`src/sv/tsst_pkg.sv`:
```
`timescale 1ns / 1ps
`default_nettype none

package tsst_pkg;

    localparam int KEY_W       = 64;
    localparam int SCORE_W     = 32;
    localparam int ENTRIES_DEF = 256;

    typedef enum logic {
        OP_LOOKUP = 1'b0,
        OP_RECORD = 1'b1
    } t_op;

    typedef enum logic [1:0] {
        ST_IDLE,
        ST_SCAN,
        ST_HAND
    } t_state;

    // controller -> datapath
    typedef struct packed {
        logic load;
        logic step;
        logic publish;
    } t_cmd;

    // datapath -> controller
    typedef struct packed {
        logic finish;
    } t_status;

endpackage

`default_nettype wire

```
`src/sv/tsst_ctrl.sv`:
```
`timescale 1ns / 1ps
`default_nettype none

module tsst_ctrl (
    input  wire logic              i_clk,
    input  wire logic              i_rst_n,
    input  wire logic              i_in_valid,
    output logic                   o_in_ready,
    output logic                   o_out_valid,
    input  wire logic              i_out_ready,
    output tsst_pkg::t_cmd         o_cmd,
    input  wire tsst_pkg::t_status i_status
);

    tsst_pkg::t_state r_state, n_state;
    logic             r_out_valid, n_out_valid;

    always_ff @(posedge i_clk) begin
        if (!i_rst_n) begin
            r_state     <= tsst_pkg::ST_IDLE;
            r_out_valid <= 1'b0;
        end else begin
            r_state     <= n_state;
            r_out_valid <= n_out_valid;
        end
    end

    always_comb begin
        n_state     = r_state;
        o_cmd       = '0;
        o_in_ready  = 1'b0;
        unique case (r_state)
            tsst_pkg::ST_IDLE: begin
                o_in_ready = 1'b1;
                if (i_in_valid) begin
                    o_cmd.load = 1'b1;
                    n_state    = tsst_pkg::ST_SCAN;
                end
            end
            tsst_pkg::ST_SCAN: begin
                o_cmd.step = 1'b1;
                if (i_status.finish) begin
                    n_state = tsst_pkg::ST_HAND;
                end
            end
            tsst_pkg::ST_HAND: begin
                // move the result into the output register once it is free
                if (!r_out_valid || i_out_ready) begin
                    o_cmd.publish = 1'b1;
                    n_state       = tsst_pkg::ST_IDLE;
                end
            end
            default: begin
                n_state = tsst_pkg::ST_IDLE;
            end
        endcase

        if (o_cmd.publish) begin
            n_out_valid = 1'b1;
        end else if (i_out_ready) begin
            n_out_valid = 1'b0;
        end else begin
            n_out_valid = r_out_valid;
        end
    end

    assign o_out_valid = r_out_valid;

endmodule

`default_nettype wire

```
`config.mk`:
```
export PLATFORM = sky130hd
export DESIGN_NAME = tsst_ctrl
export DESIGN_NICKNAME = d
export VERILOG_FILES = /design/src/sv/tsst_pkg.sv /design/src/sv/tsst_ctrl.sv
export SDC_FILE = /design/constraint.sdc
export NUM_CORES = 1
export LEC_CHECK = 0
export ABC_AREA = 1
export BUFFER_PORTS_ARGS = -buffer_cell sky130_fd_sc_hd__buf_2
export CAP_MARGIN = 40
export CORE_AREA = 2 2 39 41
export CTS_BUF_LIST = sky130_fd_sc_hd__clkbuf_8
export DETAILED_ROUTE_END_ITERATION = 10
export DIE_AREA = 0 0 41 43
export GPL_TIMING_DRIVEN = 0
export PLACE_DENSITY = 0.3
export SLEW_MARGIN = 20
export SYNTH_ARGS = -nofsm -noshare
export SYNTH_HDL_FRONTEND = slang
export SYNTH_SLANG_ARGS = --single-unit
```
`constraint.sdc`:
```
create_clock -name i_clk -period 0.92 [get_ports i_clk]
set_input_delay 0 -clock i_clk [delete_from_list [all_inputs] [get_ports i_clk]]
set_output_delay 0 -clock i_clk [all_outputs]
set_load 0.02 [all_outputs]
```
==> results <==
- The number of buffers inserted during clock tree synthesis is 3.
- The overall routed net length is 384 um.
- Yosys attributes the largest share of cell area to sky130_fd_sc_hd__dfxtp_1 39%, sky130_fd_sc_hd__inv_1 12%, sky130_fd_sc_hd__nor2_2 8.2%.
- The number of search-and-repair iterations in the first detailed-routing pass is 2.
- The portion of the post-synthesis area used by sequential elements is 0.393.
- The leftover overflow at the end of global routing is 0.
- The final layout net count is 42.
- The tool flagged a number of max-cap violations equal to 0.
- Setup repair after global routing could not meet its margin everywhere.
- In this run, the number of DRC markers left after iteration 0 of detailed routing was 3.
- After detailed routing, the number of remaining DRC violations is 0.
- The kind of capture point of the worst setup path is an output port.
- Summing over every cut layer, the via total after detailed routing is between 150 and 200.
- The post-place instance area is around 230 um^2.
- The maximum level of the CTS H-tree is 1.
- The share of post-route cells with drive strength above 1 is 0.778.
- The last weighted congestion value of the routability-driven placer is 0.681.
- The launching point of the worst reg2reg path is r_state[1].
- The wire length of the first global-routing pass is ~650 um.
- The synthesized cell area is ~150 um^2.
- The number of buffers and inverters on the critical path is 2.
- The shortest clock period the worst path allows after layout is 0.938 ns.
- The cell area after layout is 335 um^2.
- At the end of the flow the core is filled with cells to 0.242.
- The number of global-route vias before repair is 172.
- The final reports fail on setup timing.
- Entering global routing, the biggest net connects 6 pins.
- The total of endpoints with negative setup slack in the final report is 1.
- The run finished, with violations left.
- The floorplan step defined a die boundary enclosing 0.00176 mm^2.
- The remaining antenna violation count after routing is 0.
- The per-cell via count in the routed design is 3.27.
- The top cell type's share of synthesized area is 0.393.
- The repair_antennas step left the layout with diodes totalling 0.
- The number of rows created at floorplan is 14.
- The die outline width is 41 um.
- On the critical path the largest part of the delay comes from flip-flops.
- The highest attainable clock frequency is about 1100 MHz.
- The fraction of the cycle the final worst path needs is 1.02.
- The startpoint identified for the worst hold timing path is i_rst_n.
- The number of antenna violations at the first check in global routing came to 0.
- The starting utilization of the core area is 0.110.
- Synthesis produced 22 cells.
- Traced cell by cell, the critical path runs through inv_2 > nor2_4 > nor3_4 > buf_6.
- The core area is 0.00138 mm^2.
- The number of pins with negative max-slew slack in the final report is 0.
- The slowest stage of the critical path is the sky130_fd_sc_hd__dfxtp_2 cell.
- The library cells used most frequently in the layout, excluding fill and tap cells, are 6 x sky130_fd_sc_hd__buf_2, 4 x sky130_fd_sc_hd__inv_2, 4 x sky130_fd_sc_hd__buf_6.
- The hold violation total from the final report is 0.
- The number of input and output port buffers inserted is 9.
- The standby leakage power is 0.151 nW.
- OpenSTA, run right after detailed placement, puts the worst setup slack at -0.0604 ns.
- For the worst setup path, the data required time is 0.92 ns.
- The path class of the tightest hold or removal check is input pin to flip-flop.
- Once routing completed, OpenROAD measured the worst setup slack at -0.0180 ns.
- The final-layout fill cell count is ~150.
- The die outline height is 43 um.
- Relative to the synthesized area, the layout overhead comes to 120%.
- The worst-case vdd ir drop is 1.26 mV.
- The maximum cell stage delay along the critical path is about 0.31 ns.
- The number of distinct standard cells referenced by the synthesized netlist is 12.
- Once detailed placement completed, the half-perimeter wirelength came to approximately 270 um.
- The start point of the critical path is o_out_valid.
- Counting every sink on the clock net gives 3.
- The clock-pin slew reported for the worst setup and hold paths after clock tree synthesis is around 0.030 ns.
- The cell taking the most area after synthesis is sky130_fd_sc_hd__dfxtp_1.
- The worst-path maximum fanout is 3.
- TritonCTS built the clock tree.
- For this run, the total global-route usage over all layers was measured as 0.0601.
- The source-to-sink clock delay at the later pin of the worst-skew pair is between 0.2 and 0.25 ns.
- The I/O pin total is 10.
- The root buffer cell is sky130_fd_sc_hd__clkbuf_8.
- The internal reg-to-reg setup slack is around 0.09 ns.
- For the final database, setup skew stands at 0.00374 ns.
- The flip-flop and latch count after synthesis is 3.
- Measured against its own limit, the worst slew margin works out to 0.909.
- The synthesized net count is 27.
- By startpoint and endpoint, the worst setup path is classified as flip-flop to output port.
- STA puts the critical path data arrival time at 0.94 ns.
- The wire length per cell after detailed routing is 7.38 um.
- For the pin with the worst max-slew slack, the measured transition is 0.136 ns.
- The most common cell after layout, fill and taps aside is sky130_fd_sc_hd__buf_2.
- The power density over the cells is 1830 mW/mm^2.
- The worst setup path is launched from a flip-flop.
- In this run the deepest clock path goes through 2 buffers.
- The average cell area after synthesis is 6.94 um^2.
- The number of synthesis warnings is 0.
==> final cells by class <==
type / instances / area (um^2) / area share
timing repair buffer: 11 / 82.6 / 0.246
inverter: 6 / 22.5 / 0.0672
clock buffer: 3 / 41.3 / 0.123
multi-input combinational: 12 / 96.3 / 0.287
clock inverter: 1 / 3.75 / 0.0112
sequential: 3 / 68.8 / 0.205
tap: 16 / 20.0 / 0.0597
==> state kept, by name (all words and copies together) (netlist names) <==
name         flops
o_out_valid      1
r_state          2
==> cells by family (layout without fill, tap and decap cells) <==
| family | Yosys count | in the layout | share of synthesized area |
|---|---|---|---|
| flip-flops | 3 | 3 | 0.393 |
| AO/OA/AOI/OAI | 3 | 3 | 0.139 |
| buffers and inverters | 7 | 21 | 0.197 |
| AND/OR/NAND/NOR | 9 | 9 | 0.270 |
==> cells in the mapped netlist, drive strengths merged <==
master and instances:
buf 1, nor3 1, o21a 1, nand2 3
nand3 1, a21oi 2, inv 6, nor2 4
dfxtp 3
==> layer usage <==
| layer | part of all wire | vias to the layer above | global-route usage |
|---|---|---|---|
| met3 | 0.17 | 0 | 0.0785 |
| met5 | 0 | - | 0 |
| met4 | 0 | 0 | 0 |
| met1 | 0.45 | 67 | 0.0669 |
| li1 | - | 91 | - |
| met2 | 0.37 | 12 | 0.0750 |
==> final timing paths <==
| check | end | cells after the start |
|---|---|---|
| min reg2reg | r_state[1] | 2 |
| min | o_out_valid | 2 |
| max reg2reg | r_state[0] | 4 |
| max | o_cmd[0] | 4 |
==> power breakdown <==
part	leakage (nW)	switching [mW]	internal, mW
clock	0.0269	0.0827	0.284
combinational	0.0976	0.0510	0.0484
sequential	0.0264	0.0120	0.135
==> metrics by stage <==
stage	total power [mW]	instances	hold slack, ns	TNS (ns)
finish	0.613	52	0.0103	-0.0180
global route	0.650	52	0.0202	-0.0900
CTS	0.609	52	0.0104	-0.0533
detailed placement	0.218	47	0.228	-0.0604
global placement	0.219	47	0.225	-0.0664
floorplan	0.193	22	0.118	0
==> repair_timing <==
| action | CTS | global route |
|---|---|---|
| endpoints found under the setup margin | 3 | 3 |
| gates resized for setup | 12 | 9 |
| cloned | 0 | 0 |
| hold buffers | 0 | 0 |
| setup buffers | 2 | 0 |
| pin swaps | 2 | 2 |
Power figures use the tool's default switching activity.
